<file path="config.mk">
export PLATFORM = sky130hd
export DESIGN_NAME = breakpoint_table_with_free_list
export DESIGN_NICKNAME = d
export VERILOG_FILES = /design/src/rtl/bpt_pkg.sv /design/src/rtl/breakpoint_table_with_free_list.sv /design/src/rtl/bpt_link_mem.sv /design/src/rtl/bpt_slot_mem.sv /design/src/rtl/bpt_ctrl.sv
export SDC_FILE = /design/constraint.sdc
export NUM_CORES = 2
export LEC_CHECK = 0
export ABC_AREA = 0
export ABC_CLOCK_PERIOD_IN_PS = 6500
export BUFFER_PORTS_ARGS = -buffer_cell sky130_fd_sc_hd__buf_2
export CAP_MARGIN = 5
export CORE_MARGIN = 5
export CORE_UTILIZATION = 38
export DETAILED_ROUTE_END_ITERATION = 10
export SYNTH_ARGS = -nofsm -noshare
export SYNTH_HDL_FRONTEND = slang
export SYNTH_SLANG_ARGS = --single-unit
</file>
<file path="constraint.sdc">
create_clock -name clk_i -period 6.5 [get_ports clk_i]
set_input_delay 0.975 -clock clk_i [delete_from_list [all_inputs] [get_ports clk_i]]
set_output_delay 0.975 -clock clk_i [all_outputs]
set_load 0.005 [all_outputs]
</file>
<file path="src/rtl/bpt_pkg.sv">
// Shared types and constants of the breakpoint table.
package bpt_pkg;

  localparam int unsigned ENTRIES_DEF = 32;
  localparam int unsigned MAX_RESULTS = 32;
  localparam int unsigned CNT_W       = $clog2(MAX_RESULTS);
  localparam int unsigned ADDR_W      = 32;
  localparam int unsigned BYTE_W      = 8;
  localparam int unsigned NUM_W       = 5;
  localparam int unsigned ACT_W       = 3;
  localparam int unsigned STATUS_W    = 2;

  localparam logic [BYTE_W-1:0] TRAP_RESET = 8'hCC;

  typedef enum logic [ACT_W-1:0] {
    ACT_SET  = 3'd0,
    ACT_DEL  = 3'd1,
    ACT_DALL = 3'd2,
    ACT_FIND = 3'd3,
    ACT_MASK = 3'd4
  } action_e;

  typedef enum logic [STATUS_W-1:0] {
    ST_OK   = 2'd0,
    ST_FULL = 2'd1,
    ST_MISS = 2'd2
  } status_e;

  // One slot of the data store.
  typedef struct packed {
    logic [ADDR_W-1:0] address;
    logic [BYTE_W-1:0] saved_byte;
  } slot_t;

  // One result item.
  typedef struct packed {
    logic [STATUS_W-1:0] status;
    logic [NUM_W-1:0]    slot_number;
    logic [BYTE_W-1:0]   saved_byte;
    logic                write_valid;
    logic [ADDR_W-1:0]   write_address;
    logic [BYTE_W-1:0]   write_byte;
    logic                last;
  } res_t;

endpackage

</file>
<file path="src/rtl/breakpoint_table_with_free_list.sv">
// Breakpoint table with a free list: streaming top level and trap byte register.
//
// Requests come in on the s_axis channel: tuser carries the action (set, delete
// by number, delete all, find by address, mask), tdata the address, the entry
// number and the original byte. Results leave on m_axis: tuser flags a patch
// write, tlast marks the final result of a request. cfg_* writes the trap byte
// and is always ready; write it only while no request is in flight.
//
// Requests are handled one at a time. Set reads the free top's link, then loads
// its result. Delete, find and delete all walk the active list through the link
// and slot memories at one slot per cycle; a delete in mid list then relinks
// its predecessor in S_DEL2. Mask emits one restore request per active slot
// per cycle while the receiver is ready, up to 32. The result register lets
// the next request be accepted while a result waits.
//
// Reset empties the active list and stacks all slots on the free list in
// index order; it takes effect at once, no clearing pass is needed. A stalled
// receiver holds the result register and pauses any mask walk in place.
module breakpoint_table_with_free_list #(
  parameter int unsigned ENTRIES = bpt_pkg::ENTRIES_DEF
) (
  input  logic        clk_i,
  input  logic        rst_ni,
  input  logic        s_axis_tvalid,
  output logic        s_axis_tready,
  input  logic [47:0] s_axis_tdata,   // address[31:0], entry_number, original_byte, zero pad
  input  logic [2:0]  s_axis_tuser,   // action
  output logic        m_axis_tvalid,
  input  logic        m_axis_tready,
  output logic [55:0] m_axis_tdata,   // status, slot_number, saved_byte, write_address,
                                      // write_byte, zero pad
  output logic [0:0]  m_axis_tuser,   // write_valid
  output logic        m_axis_tlast,
  input  logic        cfg_valid_i,
  output logic        cfg_ready_o,
  input  logic [7:0]  cfg_data_i
);

  localparam int unsigned IW = $clog2(ENTRIES);
  localparam int unsigned LW = $clog2(ENTRIES+1);

  logic [bpt_pkg::BYTE_W-1:0] trap_q;
  logic                       rd_en;
  logic [IW-1:0]              rd_addr;
  logic [LW-1:0]              lk_rd_data;
  logic                       lk_we;
  logic [IW-1:0]              lk_wr_addr;
  logic [LW-1:0]              lk_wr_data;
  bpt_pkg::slot_t             sm_rd_data;
  logic                       sm_we;
  logic [IW-1:0]              sm_wr_addr;
  bpt_pkg::slot_t             sm_wr_data;
  bpt_pkg::res_t              res;

  assign cfg_ready_o = 1'b1;

  always_ff @(posedge clk_i or negedge rst_ni) begin
    if (!rst_ni) begin
      trap_q <= bpt_pkg::TRAP_RESET;
    end else if (cfg_valid_i) begin
      trap_q <= cfg_data_i;
    end
  end

  bpt_ctrl #(
    .ENTRIES(ENTRIES)
  ) u_ctrl (
    .clk_i        (clk_i),
    .rst_ni       (rst_ni),
    .in_valid_i   (s_axis_tvalid),
    .in_ready_o   (s_axis_tready),
    .in_action_i  (s_axis_tuser),
    .in_address_i (s_axis_tdata[31:0]),
    .in_num_i     (s_axis_tdata[36:32]),
    .in_orig_i    (s_axis_tdata[44:37]),
    .trap_byte_i  (trap_q),
    .out_valid_o  (m_axis_tvalid),
    .out_ready_i  (m_axis_tready),
    .out_o        (res),
    .rd_en_o      (rd_en),
    .rd_addr_o    (rd_addr),
    .lk_rd_data_i (lk_rd_data),
    .lk_we_o      (lk_we),
    .lk_wr_addr_o (lk_wr_addr),
    .lk_wr_data_o (lk_wr_data),
    .sm_rd_data_i (sm_rd_data),
    .sm_we_o      (sm_we),
    .sm_wr_addr_o (sm_wr_addr),
    .sm_wr_data_o (sm_wr_data)
  );

  bpt_link_mem #(
    .ENTRIES(ENTRIES)
  ) u_link_mem (
    .clk_i     (clk_i),
    .rst_ni    (rst_ni),
    .rd_en_i   (rd_en),
    .rd_addr_i (rd_addr),
    .rd_data_o (lk_rd_data),
    .we_i      (lk_we),
    .wr_addr_i (lk_wr_addr),
    .wr_data_i (lk_wr_data)
  );

  bpt_slot_mem #(
    .ENTRIES(ENTRIES)
  ) u_slot_mem (
    .clk_i     (clk_i),
    .rd_en_i   (rd_en),
    .rd_addr_i (rd_addr),
    .rd_data_o (sm_rd_data),
    .we_i      (sm_we),
    .wr_addr_i (sm_wr_addr),
    .wr_data_i (sm_wr_data)
  );

  assign m_axis_tdata = {1'b0, res.write_byte, res.write_address, res.saved_byte,
                         res.slot_number, res.status};
  assign m_axis_tuser = res.write_valid;
  assign m_axis_tlast = res.last;

endmodule

</file>
<file path="src/rtl/bpt_link_mem.sv">
// Link memory: next pointers of the free stack and the active list.
module bpt_link_mem #(
  parameter int unsigned ENTRIES = bpt_pkg::ENTRIES_DEF
) (
  input  logic                         clk_i,
  input  logic                         rst_ni,
  input  logic                         rd_en_i,
  input  logic [$clog2(ENTRIES)-1:0]   rd_addr_i,
  output logic [$clog2(ENTRIES+1)-1:0] rd_data_o,
  input  logic                         we_i,
  input  logic [$clog2(ENTRIES)-1:0]   wr_addr_i,
  input  logic [$clog2(ENTRIES+1)-1:0] wr_data_i
);

  localparam int unsigned IW = $clog2(ENTRIES);
  localparam int unsigned LW = $clog2(ENTRIES+1);

  logic [LW-1:0]      mem [ENTRIES];
  logic [ENTRIES-1:0] written_q;
  logic [LW-1:0]      rd_q;
  logic               rd_written_q;
  logic [IW-1:0]      rd_idx_q;

  // An entry never written reads as its reset link, index plus one.
  always_ff @(posedge clk_i or negedge rst_ni) begin
    if (!rst_ni) begin
      written_q <= '0;
    end else if (we_i) begin
      written_q[wr_addr_i] <= 1'b1;
    end
  end

  always_ff @(posedge clk_i) begin
    if (we_i) begin
      mem[wr_addr_i] <= wr_data_i;
    end
    if (rd_en_i) begin
      rd_q         <= mem[rd_addr_i];
      rd_written_q <= written_q[rd_addr_i];
      rd_idx_q     <= rd_addr_i;
    end
  end

  assign rd_data_o = rd_written_q ? rd_q : (LW'(rd_idx_q) + LW'(1));

endmodule

</file>
<file path="src/rtl/bpt_slot_mem.sv">
// Slot data memory: breakpoint address and saved byte per slot.
module bpt_slot_mem #(
  parameter int unsigned ENTRIES = bpt_pkg::ENTRIES_DEF
) (
  input  logic                       clk_i,
  input  logic                       rd_en_i,
  input  logic [$clog2(ENTRIES)-1:0] rd_addr_i,
  output bpt_pkg::slot_t             rd_data_o,
  input  logic                       we_i,
  input  logic [$clog2(ENTRIES)-1:0] wr_addr_i,
  input  bpt_pkg::slot_t             wr_data_i
);

  bpt_pkg::slot_t mem [ENTRIES];

  always_ff @(posedge clk_i) begin
    if (we_i) begin
      mem[wr_addr_i] <= wr_data_i;
    end
    if (rd_en_i) begin
      rd_data_o <= mem[rd_addr_i];
    end
  end

endmodule

</file>
<file path="src/rtl/bpt_ctrl.sv">
// Request sequencer: list walks, free stack updates and the result register.
module bpt_ctrl #(
  parameter int unsigned ENTRIES = bpt_pkg::ENTRIES_DEF
) (
  input  logic                               clk_i,
  input  logic                               rst_ni,
  input  logic                               in_valid_i,
  output logic                               in_ready_o,
  input  logic [bpt_pkg::ACT_W-1:0]          in_action_i,
  input  logic [bpt_pkg::ADDR_W-1:0]         in_address_i,
  input  logic [bpt_pkg::NUM_W-1:0]          in_num_i,
  input  logic [bpt_pkg::BYTE_W-1:0]         in_orig_i,
  input  logic [bpt_pkg::BYTE_W-1:0]         trap_byte_i,
  output logic                               out_valid_o,
  input  logic                               out_ready_i,
  output bpt_pkg::res_t                      out_o,
  output logic                               rd_en_o,
  output logic [$clog2(ENTRIES)-1:0]         rd_addr_o,
  input  logic [$clog2(ENTRIES+1)-1:0]       lk_rd_data_i,
  output logic                               lk_we_o,
  output logic [$clog2(ENTRIES)-1:0]         lk_wr_addr_o,
  output logic [$clog2(ENTRIES+1)-1:0]       lk_wr_data_o,
  input  bpt_pkg::slot_t                     sm_rd_data_i,
  output logic                               sm_we_o,
  output logic [$clog2(ENTRIES)-1:0]         sm_wr_addr_o,
  output bpt_pkg::slot_t                     sm_wr_data_o
);

  localparam int unsigned IW = $clog2(ENTRIES);
  localparam int unsigned LW = $clog2(ENTRIES+1);
  localparam int unsigned CW = (IW > bpt_pkg::NUM_W) ? IW : bpt_pkg::NUM_W;
  localparam logic [LW-1:0] NIL = LW'(ENTRIES);
  localparam logic [bpt_pkg::CNT_W-1:0] CNT_LAST = bpt_pkg::CNT_W'(bpt_pkg::MAX_RESULTS - 1);

  typedef enum logic [2:0] {
    S_IDLE,
    S_SET,
    S_WALK,
    S_DEL2,
    S_RESP
  } state_e;

  state_e                        state_q, state_d;
  logic [LW-1:0]                 head_q, head_d;
  logic [LW-1:0]                 free_q, free_d;
  logic [IW-1:0]                 cur_q, cur_d;
  logic [IW-1:0]                 prev_q, prev_d;
  logic                          prev_ok_q, prev_ok_d;
  logic [LW-1:0]                 next_q, next_d;
  logic [bpt_pkg::CNT_W-1:0]     cnt_q, cnt_d;
  logic [bpt_pkg::ACT_W-1:0]     act_q, act_d;
  logic [bpt_pkg::ADDR_W-1:0]    addr_q, addr_d;
  logic [bpt_pkg::NUM_W-1:0]     num_q, num_d;
  logic [bpt_pkg::BYTE_W-1:0]    orig_q, orig_d;
  logic [bpt_pkg::STATUS_W-1:0]  resp_status_q, resp_status_d;
  logic [bpt_pkg::NUM_W-1:0]     resp_slot_q, resp_slot_d;
  logic [bpt_pkg::BYTE_W-1:0]    resp_saved_q, resp_saved_d;
  logic                          out_valid_q, out_valid_d;
  bpt_pkg::res_t                 out_q, out_d;
  logic                          can_load;
  logic                          out_load;
  logic                          at_end;
  logic                          mask_last;

  assign can_load  = !out_valid_q || out_ready_i;
  assign at_end    = (lk_rd_data_i == NIL);
  assign mask_last = at_end || (cnt_q == CNT_LAST);

  always_comb begin
    state_d       = state_q;
    head_d        = head_q;
    free_d        = free_q;
    cur_d         = cur_q;
    prev_d        = prev_q;
    prev_ok_d     = prev_ok_q;
    next_d        = next_q;
    cnt_d         = cnt_q;
    act_d         = act_q;
    addr_d        = addr_q;
    num_d         = num_q;
    orig_d        = orig_q;
    resp_status_d = resp_status_q;
    resp_slot_d   = resp_slot_q;
    resp_saved_d  = resp_saved_q;
    out_d         = out_q;
    out_valid_d   = out_valid_q && !out_ready_i;
    out_load      = 1'b0;
    rd_en_o       = 1'b0;
    rd_addr_o     = cur_q;
    lk_we_o       = 1'b0;
    lk_wr_addr_o  = cur_q;
    lk_wr_data_o  = free_q;
    sm_we_o       = 1'b0;
    sm_wr_addr_o  = free_q[IW-1:0];
    sm_wr_data_o  = '{address: addr_q, saved_byte: orig_q};

    case (state_q)
      S_IDLE: begin
        if (in_valid_i) begin
          act_d        = in_action_i;
          addr_d       = in_address_i;
          num_d        = in_num_i;
          orig_d       = in_orig_i;
          resp_slot_d  = '0;
          resp_saved_d = '0;
          cnt_d        = '0;
          prev_ok_d    = 1'b0;
          case (in_action_i)
            bpt_pkg::ACT_SET: begin
              if (free_q == NIL) begin
                resp_status_d = bpt_pkg::ST_FULL;
                state_d       = S_RESP;
              end else begin
                rd_en_o   = 1'b1;
                rd_addr_o = free_q[IW-1:0];
                state_d   = S_SET;
              end
            end
            bpt_pkg::ACT_DEL, bpt_pkg::ACT_DALL, bpt_pkg::ACT_FIND,
            bpt_pkg::ACT_MASK: begin
              if (head_q == NIL) begin
                // empty list: delete and find miss, the others succeed
                resp_status_d = (in_action_i == bpt_pkg::ACT_DEL ||
                                 in_action_i == bpt_pkg::ACT_FIND) ?
                                bpt_pkg::ST_MISS : bpt_pkg::ST_OK;
                state_d       = S_RESP;
              end else begin
                rd_en_o   = 1'b1;
                rd_addr_o = head_q[IW-1:0];
                cur_d     = head_q[IW-1:0];
                state_d   = S_WALK;
              end
            end
            default: begin
              resp_status_d = bpt_pkg::ST_MISS;
              state_d       = S_RESP;
            end
          endcase
        end
      end

      S_SET: begin
        // pop the free top, link it at the head and request the trap patch
        if (can_load) begin
          lk_we_o      = 1'b1;
          lk_wr_addr_o = free_q[IW-1:0];
          lk_wr_data_o = head_q;
          sm_we_o      = 1'b1;
          head_d       = free_q;
          free_d       = lk_rd_data_i;
          out_d        = '{status: bpt_pkg::ST_OK,
                           slot_number: bpt_pkg::NUM_W'(free_q),
                           saved_byte: '0,
                           write_valid: 1'b1,
                           write_address: addr_q,
                           write_byte: trap_byte_i,
                           last: 1'b1};
          out_load     = 1'b1;
          out_valid_d  = 1'b1;
          state_d      = S_IDLE;
        end
      end

      S_WALK: begin
        // link and slot data of cur_q arrived this cycle
        case (act_q)
          bpt_pkg::ACT_DEL: begin
            if (CW'(cur_q) == CW'(num_q)) begin
              lk_we_o       = 1'b1;
              lk_wr_data_o  = free_q;
              free_d        = LW'(cur_q);
              resp_status_d = bpt_pkg::ST_OK;
              resp_slot_d   = bpt_pkg::NUM_W'(cur_q);
              if (!prev_ok_q) begin
                head_d  = lk_rd_data_i;
                state_d = S_RESP;
              end else begin
                next_d  = lk_rd_data_i;
                state_d = S_DEL2;
              end
            end else if (at_end) begin
              resp_status_d = bpt_pkg::ST_MISS;
              state_d       = S_RESP;
            end else begin
              prev_d    = cur_q;
              prev_ok_d = 1'b1;
              cur_d     = lk_rd_data_i[IW-1:0];
              rd_en_o   = 1'b1;
              rd_addr_o = lk_rd_data_i[IW-1:0];
            end
          end
          bpt_pkg::ACT_FIND: begin
            if (sm_rd_data_i.address == addr_q) begin
              resp_status_d = bpt_pkg::ST_OK;
              resp_slot_d   = bpt_pkg::NUM_W'(cur_q);
              resp_saved_d  = sm_rd_data_i.saved_byte;
              state_d       = S_RESP;
            end else if (at_end) begin
              resp_status_d = bpt_pkg::ST_MISS;
              state_d       = S_RESP;
            end else begin
              cur_d     = lk_rd_data_i[IW-1:0];
              rd_en_o   = 1'b1;
              rd_addr_o = lk_rd_data_i[IW-1:0];
            end
          end
          bpt_pkg::ACT_DALL: begin
            // the list already chains head to tail; hook the tail onto the old free top
            if (at_end) begin
              lk_we_o       = 1'b1;
              lk_wr_data_o  = free_q;
              free_d        = head_q;
              head_d        = NIL;
              resp_status_d = bpt_pkg::ST_OK;
              state_d       = S_RESP;
            end else begin
              cur_d     = lk_rd_data_i[IW-1:0];
              rd_en_o   = 1'b1;
              rd_addr_o = lk_rd_data_i[IW-1:0];
            end
          end
          bpt_pkg::ACT_MASK: begin
            if (can_load) begin
              out_d       = '{status: bpt_pkg::ST_OK,
                              slot_number: bpt_pkg::NUM_W'(cur_q),
                              saved_byte: sm_rd_data_i.saved_byte,
                              write_valid: 1'b1,
                              write_address: sm_rd_data_i.address,
                              write_byte: sm_rd_data_i.saved_byte,
                              last: mask_last};
              out_load    = 1'b1;
              out_valid_d = 1'b1;
              if (mask_last) begin
                state_d = S_IDLE;
              end else begin
                cnt_d     = cnt_q + 1'b1;
                cur_d     = lk_rd_data_i[IW-1:0];
                rd_en_o   = 1'b1;
                rd_addr_o = lk_rd_data_i[IW-1:0];
              end
            end
          end
          default: begin
            state_d = S_IDLE;
          end
        endcase
      end

      S_DEL2: begin
        lk_we_o      = 1'b1;
        lk_wr_addr_o = prev_q;
        lk_wr_data_o = next_q;
        state_d      = S_RESP;
      end

      S_RESP: begin
        if (can_load) begin
          out_d       = '{status: resp_status_q,
                          slot_number: resp_slot_q,
                          saved_byte: resp_saved_q,
                          write_valid: 1'b0,
                          write_address: '0,
                          write_byte: '0,
                          last: 1'b1};
          out_load    = 1'b1;
          out_valid_d = 1'b1;
          state_d     = S_IDLE;
        end
      end

      default: begin
        state_d = S_IDLE;
      end
    endcase
  end

  always_ff @(posedge clk_i or negedge rst_ni) begin
    if (!rst_ni) begin
      state_q       <= S_IDLE;
      head_q        <= NIL;
      free_q        <= '0;
      cur_q         <= '0;
      prev_q        <= '0;
      prev_ok_q     <= 1'b0;
      next_q        <= '0;
      cnt_q         <= '0;
      act_q         <= '0;
      addr_q        <= '0;
      num_q         <= '0;
      orig_q        <= '0;
      resp_status_q <= '0;
      resp_slot_q   <= '0;
      resp_saved_q  <= '0;
      out_valid_q   <= 1'b0;
      out_q         <= '0;
    end else begin
      state_q       <= state_d;
      head_q        <= head_d;
      free_q        <= free_d;
      cur_q         <= cur_d;
      prev_q        <= prev_d;
      prev_ok_q     <= prev_ok_d;
      next_q        <= next_d;
      cnt_q         <= cnt_d;
      act_q         <= act_d;
      addr_q        <= addr_d;
      num_q         <= num_d;
      orig_q        <= orig_d;
      resp_status_q <= resp_status_d;
      resp_slot_q   <= resp_slot_d;
      resp_saved_q  <= resp_saved_d;
      out_valid_q   <= out_valid_d;
      out_q         <= out_d;
    end
  end

  assign in_ready_o  = (state_q == S_IDLE);
  assign out_valid_o = out_valid_q;
  assign out_o       = out_q;

  // The active list and the free stack never share their first slot.
  a_head_free_disjoint: assert property (@(posedge clk_i) disable iff (!rst_ni)
    (head_q != NIL) |-> (head_q != free_q))
    else $error("active head equals free top");

  // A walk never visits the slot on top of the free stack.
  a_walk_not_free: assert property (@(posedge clk_i) disable iff (!rst_ni)
    (state_q == S_WALK) |-> (LW'(cur_q) != free_q))
    else $error("walk reached the free top");

  // Every accepted request leaves idle.
  a_accept_busy: assert property (@(posedge clk_i) disable iff (!rst_ni)
    (in_valid_i && in_ready_o) |=> (state_q != S_IDLE))
    else $error("request accepted without leaving idle");

  // The final result of a request ends the request.
  a_last_idle: assert property (@(posedge clk_i) disable iff (!rst_ni)
    (out_load && out_d.last) |=> (state_q == S_IDLE))
    else $error("final result without return to idle");

endmodule
</file>
# == Word level (Yosys, flattened, before mapping) ==
# Memory sizes are Yosys's and may differ from the RTL's. A register that Yosys moved wholly into a read port is not among the register bits.
# Cells that the tools add are included.
# totals
regBits,204
mem_bits_rw,1472
input_bits,64
out_inout_bits,61
elab_cells,211
memories,2
# memory_table
memory,words,width,read_ports,rd_ports_with_merged_regs,wr,line,text
u_slot_mem.mem,32,40,1,1,1,bpt_slot_mem.sv:14,bpt_pkg::slot_t mem [ENTRIES];
u_link_mem.mem,32,6,1,1,1,bpt_link_mem.sv:18,logic [LW-1:0] mem [ENTRIES];
# op_classes
addsub,2
order_cmp,3
n_eq_ne,42
n_mux,105
n_bitwise,3
reduce_logical,27
# ops
cell,count
two-way mux 57 bit,4
case mux 57 bit (3 select lines),1
two-way mux 5 bit,17
case mux 5 bit (2 select lines),7
case mux 6 bit (2 select lines),5
two-way mux 6 bit,9
== test 32 bit,1
bitwise OR 32 bit,1
two-way mux 3 bit,10
AND reduction 5 bit,5
two-way mux 1 bit,24
two-way mux 8 bit,3
case mux 3 bit (4 select lines),2
!= test 3 x 2 -> 1 bit (second input constant),7
case mux 5 bit (4 select lines),1
== test 3 x 2 -> 1 bit (second input constant),6
== test 6 bit (second input constant),3
two-way mux 2 bit,8
case mux 8 bit (2 select lines),1
AND reduction 4 bit,4
!= test 2 x 1 -> 1 bit (second input constant),7
less-than comparator 5 x 6 -> 1 bit (second input constant),2
!= test 2 bit (second input constant),6
AND reduction 6 bit,2
other kinds (28),46

# == Longest topological paths before layout ==
# logic_depth
depth_word,10
depth_mapped,17

# == By module ==
# Synthesis repeated with hierarchy kept, for this count alone.
# hier_totals
hier_cells,4196
area_unflattened_um2,68667.1
# by_module_without_submodules
module,instances,cells_each,area_each_um2,seq_area_each_um2
bpt_slot_mem,1,2813,50965.1,39638.0
bpt_link_mem,1,426,9213.8,6926.6
bpt_ctrl,1,936,8129.0,3955.0
breakpoint_table_with_free_list,1,21,359.1,205.2

# == Worst setup path after synthesis ==
# Ideal clock, no wire load.
# synth_path
path_type,input to register
startpoint,input m_axis_tready
endpoint,register u_link_mem.rd_idx_q[0] (enable)
setup_time_ps,480
arrival_time_ps,4310
t_required_ps,6020
path_slack_ps,1709
stages,6
path_buffers,1
cell_sequence,nor2b_1 clkbuf_1 o31a_1 nor2_1 nand2_1 o22ai_1
# synth_between
elab_chain_len,4
# synth_lines
item,line,text
start: declaration,breakpoint_table_with_free_list.sv:29,"input logic m_axis_tready,"
logical OR 1 bit,bpt_ctrl.sv:65,assign can_load = !out_valid_q || out_ready_i;
two-way mux 1 bit,bpt_ctrl.sv:223,if (can_load) begin
case mux 1 bit (4 select lines),bpt_ctrl.sv:166,case (act_q)
case mux 1 bit (2 select lines),bpt_ctrl.sv:97,case (state_q)
net rd_en,breakpoint_table_with_free_list.sv:43,logic rd_en;
end signal: assignment,bpt_link_mem.sv:40,rd_idx_q <= rd_addr_i;
end: declaration,bpt_link_mem.sv:22,logic [IW-1:0] rd_idx_q;
# The timed path passes the listed nets, and every way through them passes these cells.
# A chain may end at the register's enable or synchronous reset.

# == Worst setup path in the final report ==
# layout_path
startpoint,register u_ctrl.addr_q[8] in the netlist's numbering
endpoint,"register u_link_mem.rd_q[3], read port of u_link_mem.mem, data pin"
# layout_between
elab_chain_len,4
elab_cells_between_ends,7
cone_classes,eq/ne: 1; mux: 6
# layout_lines
item,line,text
start: declaration,bpt_ctrl.sv:52,"logic [bpt_pkg::ADDR_W-1:0] addr_q, addr_d;"
start signal: assignment,bpt_ctrl.sv:306,addr_q <= addr_d;
== test 32 bit,bpt_ctrl.sv:193,if (sm_rd_data_i.address == addr_q) begin
two-way mux 5 bit,-,
case mux 5 bit (4 select lines),-,
case mux 5 bit (2 select lines),bpt_ctrl.sv:97,
net rd_addr[2],breakpoint_table_with_free_list.sv:44,logic [IW-1:0] rd_addr;
end: declaration,bpt_link_mem.sv:20,logic [LW-1:0] rd_q;
# The timed path passes the listed nets, and every way through them passes these cells.

==> results.md <==
- Async SR Flop Fraction: 11.50%
- Number of cells produced by synthesis: 4,204
- Fin. Hold Viols: 0
- H-tree lvl count: 4
- R2R Path End: u_link_mem.rd_q[3]$_DFFE_PP_
- Drt first-iter violations: 4,697
- Final Max Tran Viols: 0
- Antenna Nets Post-Route: 0
- Largest cells by area after synthesis: edfxtp_1 (67%), dfrtp_1 (7.1%), mux4_2 (6.2%), nand2_1 (3.8%), mux2i_1 (2.2%)
- # resized after CTS: 0
- Die height: 432.4 um
- Max Buffers Root-to-Sink: 3
- Critical path's top delay family: simple AND/OR/NAND/NOR gates
- DIE AREA: 0.1870 mm^2
- CP cell instances: xor2_1 -> or4_1 -> nor4_1 -> buf_4 -> nand4_1 -> nand2_1 -> o221a_4 -> inv_2 -> nor3_2 -> buf_4 -> a22o_1 -> nor2_1 -> nand3_1
- Vias: 38.87k
- Worst hold path type: in2async
- Leakage power: 26.55 nW
- Area leader, netlist: edfxtp_1
- Setup TNS: 0 ns
- First-pass GRT wire length: 267,000 um
- FMAX: 176.1 MHz
- Crit Path Class: reg2reg
- Buffer and inverter count on the worst path: 3
- Most frequent CP cell: buf_4
- Synthesized area: 0.06781 mm^2
- Least-Margin Pin Slew: 1.160 ns
- Port buffer count: 119
- Post-synth cell types: 67
- Hpwl dp: 103,800 um
- Area grow syn2layout: 14.39%
- CP arrival: 6.32 ns
- Detailed-route DRC error count: 0
- Synthesized Nets: 4,271
- Crit start category: flop
- Largest net degree at the start of global routing: 138
- Hold_buf cts: 0
- Setup ws final: 0.8205 ns
- CP Data Required Time: 7.14 ns
- Cts bufs inserted: 170
- Routability Congestion: 0.8397
- Total Routing Usage GR: 19.43%
- Crit share post-route: 87.38%
- Status: finished, final reports clean
- Io pins: 125
- Clk sink count: 1,722
- Drt pass-1 iters: 5
- Worst R2R Path Depth: 13
- WL final: 183,600 um
- Synth Warn #: 0
- Post-DR wirelength/cell: 26.53 um
- Post-place setup slack: 0.8946 ns
- Layout net count: 4,491
- CTS tree: built
- Setup Skew: 0.02523 ns
- Share of layout cells above drive strength 1: 19.65%
- Max FO, Critical Path: 35
- Vias in the first global route: 37.89k
- Cell Pwr Density: 516.3 mW/mm^2
- Sequential fraction of the synthesis area: 74.80%
- Main synth FF type: edfxtp_1
- Mean post-synth cell area: 16.13 um^2
- Total grt overflow: 0
- R2R Setup Slk: 0.82 ns
- Starting density of the core: 38.09%
- Worst Setup End Kind: flop
- Chip Width: 432.4 um
- Commonest non-fill, non-tap cell in the layout: edfxtp_1
- Most frequent cells in the layout: edfxtp_1 (1,524), nand2_1 (682), nand3_1 (293)
- Worst R2R Start: u_ctrl.addr_q[8]$_DFFE_PN0P_
- Row cnt: 155
- Initial antenna violation count: 4
- Largest vdd supply drop: 0.4114 mV
- Placeable core area: 0.1780 mm^2
- Clock-pin slew on the worst setup and hold paths: 0.06 ns
- Flops & latches, synth: 1,722
- Post-synth EDFFs: 1,524
- Fin crit period: 5.680 ns
- CP max stage delay: 1.10 ns
- Endpoints failing setup: 0
- Setup bufs post-CTS: 0
- CP max-delay cell: dfrtp_1
- RSZ-0062 raised after global routing: false
- Vias per Instance: 5.616
- Maxcap violations: 0
- Clk root buf: clkbuf_16
- Max_slew headroom: 22.68%
- Synth top area share: 67.49%
- Insertion delay to the later sink of the worst-skew pair: 0.81 ns
-- logic make-up (layout without fill, tap and decap cells) --
family,Yosys count,count (layout),share of synthesized area [%]
DFF,1722,1722,74.80
and+or+nand+nor,1312,1312,8.501
xor gates and xnor gates,42,42,0.5425
adders and majority gates,3,3,0.05536
muxes,413,413,9.709
buffers and inverters,263,623,1.677
other,2,4,0.01108
AOI/OAI and AO/OA,447,447,4.700
-- registers in the layout (all words and copies together), names as in the netlist, 6 cells and up --
| name | cells |
|---|---|
| u_ctrl.resp_saved_q | 8 |
| u_ctrl.head_q | 6 |
| u_ctrl.free_q | 6 |
| u_slot_mem.rd_data_o | 40 |
| u_link_mem.written_q | 32 |
| u_link_mem.rd_q | 6 |
| u_ctrl.out_o | 57 |
| u_ctrl.orig_q | 8 |
| u_ctrl.addr_q | 32 |
| u_ctrl.next_q | 6 |
| trap_q | 8 |
| u_link_mem.mem | 192 |
| u_slot_mem.mem | 1280 |
-- worst max-delay path by stage --
stage | start | endpoint | slack [ns] | cells past startpoint
floorplan | m_axis_tready | u_link_mem.rd_idx_q[0]$_DFFE_PP_ | 1.71 | 6
global placement | u_ctrl.addr_q[8]$_DFFE_PN0P_ | u_link_mem.rd_q[3]$_DFFE_PP_ | 1.01 | 13
detailed placement | u_ctrl.addr_q[8]$_DFFE_PN0P_ | u_link_mem.rd_q[3]$_DFFE_PP_ | 0.89 | 13
CTS | u_ctrl.addr_q[8]$_DFFE_PN0P_ | u_link_mem.rd_q[3]$_DFFE_PP_ | 0.87 | 13
global route | u_ctrl.addr_q[8]$_DFFE_PN0P_ | u_link_mem.rd_q[1]$_DFFE_PP_ | 0.50 | 13
finish | u_ctrl.addr_q[8]$_DFFE_PN0P_ | u_link_mem.rd_q[3]$_DFFE_PP_ | 0.82 | 13
-- report_power, final --
part,switching [mW],total (mW),internal [mW]
Combinational,9.67,15.1,5.48
Sequential,1.08,15.6,14.5
Clock,4.15,9.34,5.19
Total,14.9,40.1,25.2
-- synthesized netlist by cell type (37+ instances only) --
master / instances
a31oi_1: 55
buf_2: 78
edfxtp_1: 1524
clkbuf_1: 135
nand2_1: 683
o21ai_0: 101
mux2i_1: 147
mux2_2: 78
nand4_1: 55
a22o_1: 99
a21oi_1: 37
nor2_1: 161
a22oi_1: 51
o2111ai_1: 46
mux4_2: 188
dfrtp_1: 193
nand3_1: 293
-- routing by layer --
layer  up-vias  part of all wire (%)  GRT usage [%]
met5         -                 0.017              0
met4         4                   2.5          5.264
met3       261                   8.2          3.709
met2      1678                    47          30.50
met1     20210                    43          27.94
li1      16716                     -              -
-- cell type report --
class / instances / area [um^2]
Multi-Input combinational cell: 2219 / 16330
Sequential cell: 1722 / 50720
Antenna cell: 2 / 5.005
Clock inverter: 80 / 610.6
Inverter: 18 / 75.07
Timing Repair Buffer: 293 / 2262
Tap cell: 2355 / 2947
Fill cell: 15668 / 100500
Clock buffer: 232 / 4619
-- through the flow --
stage	util [%]	hold slack [ns]	instance area, um^2	total power [mW]	std cells
2_1_floorplan	-	0.4337	67810	24.97	4204
3_3_place_gp	40.63	0.4448	72330	30.80	6607
3_5_place_dp	40.63	0.4505	72330	31.01	6607
4_1_cts	43.57	0.1550	77560	40.32	6919
5_1_grt	43.57	0.1814	77560	41.96	6919
6_report	43.57	0.1632	77570	40.05	6921
(Power assumes the default switching activity.)
